## src/sv/tftp_write_receiver_assert.svh

```systemverilog
// Assertion macros shared by the tftp_write_receiver modules.
// Each macro checks a property on the rising clock edge and is disabled in reset.
`ifndef TFTP_WRITE_RECEIVER_ASSERT_SVH
`define TFTP_WRITE_RECEIVER_ASSERT_SVH

// The consequent must hold in the same cycle as the antecedent.
`define TWR_ASSERT_SAME(lbl, clk, rstn, ante, cons) \
  lbl: assert property (@(posedge clk) disable iff (!rstn) (ante) |-> (cons)) \
    else $error("twr assertion failed");

// The consequent must hold in the cycle after the antecedent.
`define TWR_ASSERT_NEXT(lbl, clk, rstn, ante, cons) \
  lbl: assert property (@(posedge clk) disable iff (!rstn) (ante) |=> (cons)) \
    else $error("twr assertion failed");

`endif

```

## src/sv/twr_pkg.sv

```systemverilog
package twr_pkg;

  localparam int unsigned BLOCK_BYTES_DEF = 512;

  localparam logic [15:0] OP_DATA       = 16'd3;
  localparam logic [15:0] LAST_BLOCK    = 16'hFFFF;
  localparam logic [9:0]  HDR_BYTES     = 10'd4;
  localparam logic [3:0]  MAX_TRIES_RST = 4'd10;

  typedef enum logic [1:0] {
    CMD_START  = 2'd0,
    CMD_PACKET = 2'd1,
    CMD_TICK   = 2'd2
  } cmd_e;

  typedef enum logic [1:0] {
    KIND_NONE = 2'd0,
    KIND_ACK  = 2'd1,
    KIND_ERR  = 2'd2
  } kind_e;

  typedef enum logic [1:0] {
    ST_IDLE  = 2'd0,
    ST_RECV  = 2'd1,
    ST_DONE  = 2'd2,
    ST_ABORT = 2'd3
  } status_e;

  typedef enum logic {
    ERR_NOT_DEFINED = 1'b0,
    ERR_WRONG_PEER  = 1'b1
  } err_e;

  typedef struct packed {
    logic [1:0]  cmd;
    logic [15:0] src_port;
    logic [15:0] opcode;
    logic [15:0] block_num;
    logic [9:0]  pkt_len;
  } in_item_t;

  typedef struct packed {
    logic [1:0]  send_kind;
    logic [15:0] send_block;
    logic        err_code;
    logic        store_payload;
    logic [9:0]  payload_len;
    logic [1:0]  status;
  } out_item_t;

  // Handshake between the pipeline stages.
  typedef struct packed {
    logic valid;
    logic advance;
  } stage_ctl_t;

endpackage

```

## src/sv/twr_in_if.sv

```systemverilog
interface twr_in_if;
  logic        valid;
  logic        ready;
  logic [1:0]  cmd;
  logic [15:0] src_port;
  logic [15:0] opcode;
  logic [15:0] block_num;
  logic [9:0]  pkt_len;

  modport source (output valid, cmd, src_port, opcode, block_num, pkt_len, input ready);
  modport sink (input valid, cmd, src_port, opcode, block_num, pkt_len, output ready);
endinterface

```

## src/sv/twr_out_if.sv

```systemverilog
interface twr_out_if;
  logic        valid;
  logic        ready;
  logic [1:0]  send_kind;
  logic [15:0] send_block;
  logic        err_code;
  logic        store_payload;
  logic [9:0]  payload_len;
  logic [1:0]  status;

  modport source (output valid, send_kind, send_block, err_code, store_payload,
                  payload_len, status, input ready);
  modport sink (input valid, send_kind, send_block, err_code, store_payload,
                payload_len, status, output ready);
endinterface

```

## src/sv/twr_in_stage.sv

```systemverilog
module twr_in_stage (
  input  logic              clk_i,
  input  logic              rst_ni,
  twr_in_if.sink            in_i,
  input  logic              advance_i,
  output twr_pkg::in_item_t item_o,
  output logic              valid_o
);
  import twr_pkg::*;

  logic     valid_q, valid_d;
  in_item_t item_q;
  logic     take;

  // A new beat can enter when the register is empty or the held one leaves in the same cycle.
  assign in_i.ready = !valid_q || advance_i;
  assign take       = in_i.valid && in_i.ready;

  always_comb begin
    valid_d = valid_q;
    if (take) begin
      valid_d = 1'b1;
    end else if (advance_i) begin
      valid_d = 1'b0;
    end
  end

  always_ff @(posedge clk_i or negedge rst_ni) begin
    if (!rst_ni) begin
      valid_q <= 1'b0;
    end else begin
      valid_q <= valid_d;
    end
  end

  always_ff @(posedge clk_i) begin
    if (take) begin
      item_q <= '{cmd: in_i.cmd, src_port: in_i.src_port, opcode: in_i.opcode,
                  block_num: in_i.block_num, pkt_len: in_i.pkt_len};
    end
  end

  assign item_o  = item_q;
  assign valid_o = valid_q;

endmodule

```

## src/sv/twr_ctrl.sv

```systemverilog
module twr_ctrl #(
  parameter int unsigned BLOCK_BYTES = twr_pkg::BLOCK_BYTES_DEF
) (
  input  logic                clk_i,
  input  logic                rst_ni,
  input  logic                cfg_we_i,
  input  logic [3:0]          cfg_data_i,
  input  twr_pkg::in_item_t   item_i,
  input  logic                valid_i,
  input  logic                slot_free_i,
  output twr_pkg::stage_ctl_t ctl_o,
  output twr_pkg::out_item_t  result_o
);
  import twr_pkg::*;

  `include "tftp_write_receiver_assert.svh"

  localparam logic [10:0] BlockLen = 11'(BLOCK_BYTES);

  logic [15:0] expected_q, expected_d;
  logic [3:0]  retry_q, retry_d;
  logic [15:0] peer_q, peer_d;
  logic        active_q, active_d;
  logic [3:0]  max_tries_q;

  logic        fire;
  logic [3:0]  retry_inc;
  logic [9:0]  plen_raw;
  logic [9:0]  plen;
  logic        done;
  out_item_t   res;

  assign fire      = valid_i && slot_free_i;
  assign retry_inc = retry_q + 4'd1;
  assign plen_raw  = item_i.pkt_len - HDR_BYTES;
  assign plen      = ({1'b0, plen_raw} > BlockLen) ? BlockLen[9:0] : plen_raw;
  assign done      = (item_i.block_num == LAST_BLOCK) || ({1'b0, plen} < BlockLen);

  always_comb begin
    expected_d = expected_q;
    retry_d    = retry_q;
    peer_d     = peer_q;
    active_d   = active_q;
    res        = '0;
    res.status = active_q ? ST_RECV : ST_IDLE;

    case (cmd_e'(item_i.cmd))
      CMD_START: begin
        peer_d        = item_i.src_port;
        expected_d    = 16'd1;
        retry_d       = 4'd0;
        active_d      = 1'b1;
        res.send_kind = KIND_ACK;
        res.status    = ST_RECV;
      end
      CMD_TICK: begin
        if (active_q) begin
          // A zero limit is reached by the first tick, as is any limit at or below the count.
          if (retry_inc >= max_tries_q) begin
            retry_d       = 4'd0;
            active_d      = 1'b0;
            res.send_kind = KIND_ERR;
            res.status    = ST_ABORT;
          end else begin
            retry_d        = retry_inc;
            res.send_kind  = KIND_ACK;
            res.send_block = expected_q - 16'd1;
          end
        end
      end
      CMD_PACKET: begin
        if (active_q) begin
          retry_d = 4'd0;
          if (item_i.src_port != peer_q) begin
            res.send_kind = KIND_ERR;
            res.err_code  = ERR_WRONG_PEER;
          end else if (item_i.opcode != OP_DATA || item_i.pkt_len < HDR_BYTES) begin
            res.send_kind = KIND_ERR;
            res.err_code  = ERR_NOT_DEFINED;
          end else if (item_i.block_num == LAST_BLOCK ||
                       item_i.block_num == expected_q) begin
            res.send_kind     = KIND_ACK;
            res.send_block    = item_i.block_num;
            res.store_payload = 1'b1;
            res.payload_len   = plen;
            if (item_i.block_num != LAST_BLOCK) begin
              expected_d = expected_q + 16'd1;
            end
            if (done) begin
              active_d   = 1'b0;
              res.status = ST_DONE;
            end
          end
        end
      end
      default: begin
      end
    endcase
  end

  always_ff @(posedge clk_i or negedge rst_ni) begin
    if (!rst_ni) begin
      expected_q <= 16'd1;
      retry_q    <= 4'd0;
      peer_q     <= 16'd0;
      active_q   <= 1'b0;
    end else if (fire) begin
      expected_q <= expected_d;
      retry_q    <= retry_d;
      peer_q     <= peer_d;
      active_q   <= active_d;
    end
  end

  always_ff @(posedge clk_i or negedge rst_ni) begin
    if (!rst_ni) begin
      max_tries_q <= MAX_TRIES_RST;
    end else if (cfg_we_i) begin
      max_tries_q <= cfg_data_i;
    end
  end

  assign ctl_o    = '{valid: valid_i, advance: fire};
  assign result_o = res;

  `TWR_ASSERT_SAME(a_store_acks_block, clk_i, rst_ni, fire && res.store_payload,
                   res.send_kind == KIND_ACK && res.send_block == item_i.block_num)
  `TWR_ASSERT_NEXT(a_start_opens, clk_i, rst_ni, fire && item_i.cmd == CMD_START,
                   active_q && expected_q == 16'd1 && retry_q == 4'd0)
  `TWR_ASSERT_SAME(a_idle_no_retry, clk_i, rst_ni, !active_q, retry_q == 4'd0)

endmodule

```

## src/sv/twr_out_stage.sv

```systemverilog
module twr_out_stage (
  input  logic               clk_i,
  input  logic               rst_ni,
  input  logic               load_i,
  input  twr_pkg::out_item_t result_i,
  output logic               slot_free_o,
  twr_out_if.source          out_o
);
  import twr_pkg::*;

  `include "tftp_write_receiver_assert.svh"

  logic      valid_q, valid_d;
  out_item_t data_q;

  assign slot_free_o = !valid_q || out_o.ready;

  always_comb begin
    valid_d = valid_q;
    if (load_i) begin
      valid_d = 1'b1;
    end else if (out_o.ready) begin
      valid_d = 1'b0;
    end
  end

  always_ff @(posedge clk_i or negedge rst_ni) begin
    if (!rst_ni) begin
      valid_q <= 1'b0;
    end else begin
      valid_q <= valid_d;
    end
  end

  always_ff @(posedge clk_i) begin
    if (load_i) begin
      data_q <= result_i;
    end
  end

  assign out_o.valid         = valid_q;
  assign out_o.send_kind     = data_q.send_kind;
  assign out_o.send_block    = data_q.send_block;
  assign out_o.err_code      = data_q.err_code;
  assign out_o.store_payload = data_q.store_payload;
  assign out_o.payload_len   = data_q.payload_len;
  assign out_o.status        = data_q.status;

  `TWR_ASSERT_SAME(a_no_overwrite, clk_i, rst_ni, load_i, !valid_q || out_o.ready)

endmodule

```

## src/sv/tftp_write_receiver.sv

```systemverilog
// Receiving side of a TFTP write transfer, at the level of packet headers.
// in_i carries one event per beat: start of a transfer (with the client port),
// a received packet (sender port, opcode, block number, datagram length) or a
// timeout tick. out_o returns exactly one result beat per input beat: what to
// send (nothing, ACK or ERROR), the ACK block, the error code, whether and how
// many payload bytes to store, and the transfer status.
// cfg_we_i/cfg_data_i write the number of consecutive ticks that abort a
// transfer; write it only while no beat is in flight.
// The beat waits in the input register while the decision logic works on it,
// and the result register loads the outcome once out_o has a free slot, so
// a stall on out_o can hold it between the two. Throughput is one beat per
// cycle while out_o is not stalled, since the state update is a single
// compare-and-increment step between those registers.
// Reset empties both registers, leaves the block idle with the tick limit at 10
// and the expected block at 1. When out_o is stalled the result register holds
// its beat, the input register fills behind it, and in_i.ready then drops
// until out_o takes a beat.
module tftp_write_receiver #(
  parameter int unsigned BLOCK_BYTES = twr_pkg::BLOCK_BYTES_DEF
) (
  input  logic       clk_i,
  input  logic       rst_ni,
  input  logic       cfg_we_i,
  input  logic [3:0] cfg_data_i,
  twr_in_if.sink     in_i,
  twr_out_if.source  out_o
);
  import twr_pkg::*;

  in_item_t   item;
  logic       item_valid;
  logic       slot_free;
  stage_ctl_t ctl;
  out_item_t  result;

  twr_in_stage u_in_stage (
    .clk_i     (clk_i),
    .rst_ni    (rst_ni),
    .in_i      (in_i),
    .advance_i (ctl.advance),
    .item_o    (item),
    .valid_o   (item_valid)
  );

  twr_ctrl #(
    .BLOCK_BYTES (BLOCK_BYTES)
  ) u_ctrl (
    .clk_i       (clk_i),
    .rst_ni      (rst_ni),
    .cfg_we_i    (cfg_we_i),
    .cfg_data_i  (cfg_data_i),
    .item_i      (item),
    .valid_i     (item_valid),
    .slot_free_i (slot_free),
    .ctl_o       (ctl),
    .result_o    (result)
  );

  twr_out_stage u_out_stage (
    .clk_i       (clk_i),
    .rst_ni      (rst_ni),
    .load_i      (ctl.advance && ctl.valid),
    .result_i    (result),
    .slot_free_o (slot_free),
    .out_o       (out_o)
  );

endmodule

```

## src/flat_wrapper.sv

```systemverilog
// flat-port wrapper written by rule: the top's interface ports become plain ports
module tftp_write_receiver_flat import twr_pkg::*;
#(
  parameter int unsigned BLOCK_BYTES = twr_pkg::BLOCK_BYTES_DEF
)
  (clk_i, rst_ni, cfg_we_i, cfg_data_i, in_i_valid, in_i_cmd, in_i_src_port, in_i_opcode, in_i_block_num, in_i_pkt_len, in_i_ready, out_o_valid, out_o_send_kind, out_o_send_block, out_o_err_code, out_o_store_payload, out_o_payload_len, out_o_status, out_o_ready);
  twr_in_if in_i_i ();
  twr_out_if out_o_i ();
  input  logic clk_i;
  input  logic rst_ni;
  input  logic cfg_we_i;
  input  logic [3:0] cfg_data_i;
  input wire logic [$bits(in_i_i.valid)-1:0] in_i_valid;
  input wire logic [$bits(in_i_i.cmd)-1:0] in_i_cmd;
  input wire logic [$bits(in_i_i.src_port)-1:0] in_i_src_port;
  input wire logic [$bits(in_i_i.opcode)-1:0] in_i_opcode;
  input wire logic [$bits(in_i_i.block_num)-1:0] in_i_block_num;
  input wire logic [$bits(in_i_i.pkt_len)-1:0] in_i_pkt_len;
  output wire logic [$bits(in_i_i.ready)-1:0] in_i_ready;
  output wire logic [$bits(out_o_i.valid)-1:0] out_o_valid;
  output wire logic [$bits(out_o_i.send_kind)-1:0] out_o_send_kind;
  output wire logic [$bits(out_o_i.send_block)-1:0] out_o_send_block;
  output wire logic [$bits(out_o_i.err_code)-1:0] out_o_err_code;
  output wire logic [$bits(out_o_i.store_payload)-1:0] out_o_store_payload;
  output wire logic [$bits(out_o_i.payload_len)-1:0] out_o_payload_len;
  output wire logic [$bits(out_o_i.status)-1:0] out_o_status;
  input wire logic [$bits(out_o_i.ready)-1:0] out_o_ready;
  assign in_i_i.valid = in_i_valid;
  assign in_i_i.cmd = in_i_cmd;
  assign in_i_i.src_port = in_i_src_port;
  assign in_i_i.opcode = in_i_opcode;
  assign in_i_i.block_num = in_i_block_num;
  assign in_i_i.pkt_len = in_i_pkt_len;
  assign in_i_ready = in_i_i.ready;
  assign out_o_valid = out_o_i.valid;
  assign out_o_send_kind = out_o_i.send_kind;
  assign out_o_send_block = out_o_i.send_block;
  assign out_o_err_code = out_o_i.err_code;
  assign out_o_store_payload = out_o_i.store_payload;
  assign out_o_payload_len = out_o_i.payload_len;
  assign out_o_status = out_o_i.status;
  assign out_o_i.ready = out_o_ready;
  tftp_write_receiver #(.BLOCK_BYTES(BLOCK_BYTES)) u_core (.clk_i(clk_i), .rst_ni(rst_ni), .cfg_we_i(cfg_we_i), .cfg_data_i(cfg_data_i), .in_i(in_i_i), .out_o(out_o_i));
endmodule
```

## config.mk

```make
export PLATFORM = sky130hd
export DESIGN_NAME = tftp_write_receiver_flat
export DESIGN_NICKNAME = d
export VERILOG_FILES = /design/src/sv/twr_pkg.sv /design/src/sv/twr_in_if.sv /design/src/sv/twr_out_if.sv /design/src/sv/twr_in_stage.sv /design/src/sv/twr_ctrl.sv /design/src/sv/twr_out_stage.sv /design/src/sv/tftp_write_receiver.sv /design/src/flat_wrapper.sv
export VERILOG_INCLUDE_DIRS = /design/src /design/src/sv
export SDC_FILE = /design/constraint.sdc
export NUM_CORES = 1
export LEC_CHECK = 0
export ABC_AREA = 0
export BUFFER_PORTS_ARGS = -buffer_cell sky130_fd_sc_hd__buf_2
export CORE_MARGIN = 4
export CORE_UTILIZATION = 55
export DETAILED_ROUTE_END_ITERATION = 12
export GPL_TIMING_DRIVEN = 0
export PLACE_DENSITY = 0.75
export SLEW_MARGIN = 20
export SYNTH_ARGS = -nofsm -noshare
export SYNTH_HDL_FRONTEND = slang
export SYNTH_SLANG_ARGS = --single-unit
```

## constraint.sdc

```tcl
create_clock -name clk_i -period 2.7 [get_ports clk_i]
set_input_delay 0.135 -clock clk_i [delete_from_list [all_inputs] [get_ports clk_i]]
set_output_delay 0.135 -clock clk_i [all_outputs]
set_load 0.05 [all_outputs]
```

# Yosys cells after proc, flatten, opt, wreduce, memory -nomap -nowiden
# Index checks and enable logic that the tools add are counted.
# op_classes
add_sub_neg	4
order_cmp	4
n_eq_ne	13
n_mux	43
n_bitwise	3
n_reduce_logical	22
# op_table
op	n
$mux W16	8
$pmux W16 S2	2
$mux W13	3
$mux W32	1
$mux W18	1
$mux W17	1
$add A16 B1 Y16 const B	1
$eq A16 B16 Y1	1
$eq A16 B16 Y1 const B	1
$ne A16 B16 Y1	1
$ne A16 B16 Y1 const B	1
$ne A16 B2 Y1 const B	1
$sub A16 B1 Y16 const B	1
$mux W1	13
$mux W2	6
$mux W4	3
$ne A2 B2 Y1 const B	6
$pmux W2 S3	2
$pmux W4 S3	1
$gt A10 B10 Y1 const B	1
$lt A10 B10 Y1 const B	1
$lt A10 B3 Y1 const B	1
$mux W10	1
$sub A10 B3 Y10 const B	1
17 further kinds	30
# totals
register_bits	135
inputBits	69
output_inout_bits	34
elab_cells	107

# Logic depth before layout (Yosys ltp)
# depth
ltp_word	11
mapped_depth	9
ltp_nobuf	7

# Modules after synthesis
# From an unflattened synthesis, not the netlist that was laid out.
# unflattened
hier_cells	490
hier_area_um2	6442.4
# by_module_without_submodules
module	n_inst	cells_each	area_per_inst_um2	seq_area_each_um2
twr_ctrl	1	390	3572.2	1029.7
twr_in_stage	1	64	1855.5	1826.8
twr_out_stage	1	35	1008.5	985.9
tftp_write_receiver	1	1	6.3	0.0

# Worst setup path before layout
# OpenSTA, ideal clock, no wires.
# synth_path
path_kind	flip-flop to flip-flop
start	register u_core.u_out_stage.valid_q, in the netlist u_core.u_out_stage.out_o.valid
end	register u_core.u_in_stage.item_q, in the netlist u_core.u_in_stage.item_o[0], enable pin
setup_time_ns	0.424
arrival_time_ns	2.615
required_time_ns	2.276
path_slack_ns	-0.339
stages_incl_launch_ff	3
n_path_buf	0
synth_period_minus_slack_ns	3.039
path_cell_list	dfrtp_1 > nand3b_1 > and2_1
# synth_between
elab_chain_len	5
# synth_lines
item	line	source
from (decl)	twr_out_stage.sv:13	logic valid_q, valid_d;
from (signal assigned)	twr_out_stage.sv:31	valid_q <= valid_d;
$logic_not A1 Y1	twr_out_stage.sv:16	assign slot_free_o = !valid_q || out_o.ready;
$logic_or A1 B1 Y1	twr_out_stage.sv:16	
$logic_and A1 B1 Y1	twr_ctrl.sv:33	assign fire = valid_i && slot_free_i;
$logic_or A1 B1 Y1	twr_in_stage.sv:16	assign in_i.ready = !valid_q || advance_i;
named net in_i_ready	flat_wrapper.sv:19	output wire logic [$bits(in_i_i.ready)-1:0] in_i_ready;
$logic_and A1 B1 Y1	twr_in_stage.sv:17	assign take = in_i.valid && in_i.ready;
named net u_core.u_in_stage.take	twr_in_stage.sv:13	logic take;
to (signal assigned)	twr_in_stage.sv:38	item_q <= '{cmd: in_i.cmd, src_port: in_i.src_port, opcode: in_i.opcode,
to (decl)	twr_in_stage.sv:12	in_item_t item_q;
# The timed path passes the listed nets, and every way through them passes these cells.
# A chain may end at the register's enable or synchronous reset.

==> reports/qor.yml <==
run_status:
  outcome: "finished, final reports clean"
synth:
  synth_cell_types: 53
  synth.yosys.warnings: 0
  synthArstFlopShare: 0.319
  avgSynthCellArea_um2: 13.1
  syn_inst: 472
  netlist_area_mm2: 0.00619
  synth_edf_count: 92
  ys.flop_type: "edfxtp_1"
  synth_fp_nets: 554
  synth-seq-cells: 135
  ys_seq_area_frac: 0.621
sta:
  fmax_mhz: 396
  period_share: 0.935
  finalCriticalPeriod_ns: 2.53
  hold_viol_final: 0
  fin_setup_tns_ns: 0
  drv_slew: 0
  final-setup-viol-count: 0
  slew_headroom: 0.436
  fin_skew_ns: 0.00744
  rsz0062_at_grt: "no"
  max_slew.worst_pin.slew_ns: 0.845
power:
  ir_worst_vdd_v: 0.000573
  p_int_mw: 4.13
  leakagePower_nw: 3.30
  comb_power_share: 0.132
  clockPowerShare: 0.405
  p_total_mw: 5.47
  power_frac_seq: 0.463
  power.switching_mw: 1.34
  p_per_area_mw_per_mm2: 666
  switching_share: 0.244
worst_setup_path:
  rr_startpoint: "u_core.u_ctrl.retry_q[0]$_DFFE_PN0P_"
  crit_path_max_fanout: 10
  worstSetupPathType: "reg2reg"
  critPathCapture: "u_core.u_out_stage.out_o.send_block[9]$_DFFE_PP_"
  timing.rr.end: "u_core.u_out_stage.out_o.send_block[9]$_DFFE_PP_"
  cpMaxStageDelayCell: "or3_4"
  cp.required_ns: 2.96
  r2r_slack_ns: 0.17
  critPathLaunchType: "flop"
  cpPeakStageDelay_ns: 0.44
  ff2ff_path_depth: 8
  end_kind: "flop"
  cp_common_cell: "ha_1"
  path_cells: "ha_1, ha_1, a21o_1, a21oi_1, o21ai_1, or3_4, buf_2, o2bb2ai_1"
  worstPathArrival_ns: 2.79
  cp-startpoint: "u_core.u_ctrl.retry_q[0]$_DFFE_PN0P_"
die:
  row_count: 38
  die-area_mm2: 0.0130
  core_mm2: 0.0109
  die_y_um: 114
  initial_core_util: 0.566
  pin_count: 103
  die_w_um: 114
placement:
  placed_area_mm2: 0.00688
  place_hpwl_mm: 8.42
  place.gp.congestion: 0.809
  port_buffers: 102
global_route:
  grt_use_met3: 0.0655
  overflow: 0
  grt_pass1_vias: 4690
  use_met1: 0.252
  grt_usage: 0.228
  use_met2: 0.405
  grt_max_degree: 61
  grt_pass1_wl_mm: 22.6
  top_usage_layer: "met2"
  antenna_found_initial: 0
min_path:
  hold_path.class: "in2reg"
final_layout:
  postLayoutCellArea_mm2: 0.00821
  area.growth.synth_to_final_pct: 32.6
  final_common_cell: "buf_2"
  nets: 749
  drive_gt1_frac: 0.263
  final_cell_mix: "buf_2, edfxtp_1, dlygate4sd3_1, xnor2_1, dfrtp_1"
  num-fill-cells: 714
routing:
  via_count: 4437
  drt_iter0_drc: 202
  ant_nets: 0
  viasPerCell: 5.40
  drt_first_pass_iters: 4
  routed_wl_mm: 13.8
  drc: 0
  wl_per_cell_um: 16.8
clocking:
  cts_max_level: 4
  cts-buffers-inserted: 17
  cts_sinks: 135
  clk_latency_ns: 0.42
  clkSlewWorstSetupHoldPaths_ns: 0.06
  cts.path.max_buffers: 2
  root_buffer: "clkbuf_16"
  cts_tree: "built"
flow_run:
  drv_cap: 0
-- sequential cells by signal, indices dropped and copies added (netlist names) --
name and cells:
u_core.u_out_stage.out_o.status 2, u_core.u_ctrl.expected_q 16, u_core.u_out_stage.out_o.store_payload 1, u_core.u_ctrl.peer_q 16
u_core.u_ctrl.max_tries_q 4, u_core.u_in_stage.item_o 60, u_core.u_out_stage.out_o.payload_len 10, u_core.u_out_stage.out_o.send_block 16
u_core.u_out_stage.out_o.valid 1, u_core.u_in_stage.valid_o 1, u_core.u_out_stage.out_o.err_code 1, u_core.u_out_stage.out_o.send_kind 2
u_core.u_ctrl.active_q 1, u_core.u_ctrl.retry_q 4
-- kinds of logic after synthesis --
logic type / synth area share
multiplexers: 0.0325
AND/OR/NAND/NOR: 0.133
XOR/XNOR: 0.0827
adder cells (fa/ha/maj): 0.0263
buffers and inverters: 0.0315
AO/OA/AOI/OAI: 0.0734
flip-flops: 0.621
-- cell type report --
class	instances	area, um2	area share
buffer	16	91.3	0.0111
antenna	1	2.50	0.000305
sequential	135	3840	0.468
timing repair buffer	178	1270	0.155
tap	140	175	0.0213
clock buffer	22	464	0.0565
multi-input combinational	293	2160	0.263
clock inverter	10	103	0.0125
inverter	26	97.6	0.0119
-- power by group through the flow --
stage	combinational (mW)	sequential [mW]	clock, mW
final	0.722	2.53	2.22
after global routing	0.785	2.55	2.35
after CTS	0.714	2.53	2.23
after global placement	0.603	2.55	0
after detailed placement	0.626	2.57	0
after floorplan	0.329	2.66	0
-- Yosys cell counts (6+ instances only) --
cell type  number  area, um2
clkbuf_1        8       30.0
inv_1          26       97.6
o21ai_0         8       40.0
edfxtp_1       92       2760
o211ai_1        7       52.6
o2bb2ai_1      16        140
nand2b_1        6       37.5
nor3_1         14       70.1
mux2_2         17        191
dfrtp_1        40       1000
nand4_1        17        106
xor2_1         10       87.6
a21oi_1        13       65.1
nand2_1        24       90.1
nand3_1        13       65.1
ha_1           13        163
nor2_1         28        105
xnor2_1        41        359
-- critical path: cells and delay by family (launching register included) --
| kind | cells | cell delay (ns) |
|---|---|---|
| buffers and inverters | 1 | 0.20 |
| and+or+nand+nor | 1 | 0.44 |
| AOI/OAI and AO/OA | 4 | 0.67 |
| DFF | 1 | 0.43 |
| adders and majority gates | 2 | 0.61 |
-- timing repair --
action / CTS / global route
gates resized for setup: 1 / 2
hold buffers: 72 / 0
pin swaps: 0 / 1
hold endpoints to repair: 105 / 0
setup endpoints to repair: 6 / 22
buffers inserted: 1 / 2
-- how the worst min path moves through the flow --
stage                                                    end              from  slack [ns]  cells past startpoint
finish                 u_core.u_in_stage.valid_o$_DFFE_PN0P_       out_o_ready        0.05                      3
floorplan                 u_core.u_ctrl.active_q$_DFFE_PN0P_            rst_ni       -0.16                      0
detailed placement    u_core.u_in_stage.item_o[44]$_DFFE_PP_  in_i_src_port[2]        0.31                      1
CTS                 u_core.u_ctrl.max_tries_q[0]$_DFFE_PN0P_          cfg_we_i        0.02                      2
global route           u_core.u_in_stage.valid_o$_DFFE_PN0P_       out_o_ready        0.05                      3
global placement      u_core.u_in_stage.item_o[51]$_DFFE_PP_  in_i_src_port[9]        0.31                      1
-- layer usage --
| layer | vias up | wire, um | share of wire |
|---|---|---|---|
| li1 | 2143 | - | - |
| met5 | - | 0 | 0 |
| met4 | 0 | 332 | 0.024 |
| met3 | 29 | 846 | 0.061 |
| met1 | 2114 | 5410 | 0.39 |
| met2 | 151 | 7230 | 0.52 |
-- per-stage QoR --
stage | utilization | hold slack (ns) | setup WS [ns] | instances
detailed placement | 0.629 | 0.313 | -0.00379 | 714
global route | 0.750 | 0.0517 | 0.00763 | 820
CTS | 0.747 | 0.0231 | 0.0284 | 819
floorplan | - | -0.161 | 0.287 | 472
global placement | 0.629 | 0.311 | 0.0813 | 714
finish | 0.751 | 0.0456 | 0.175 | 821
(Power assumes the default switching activity.)
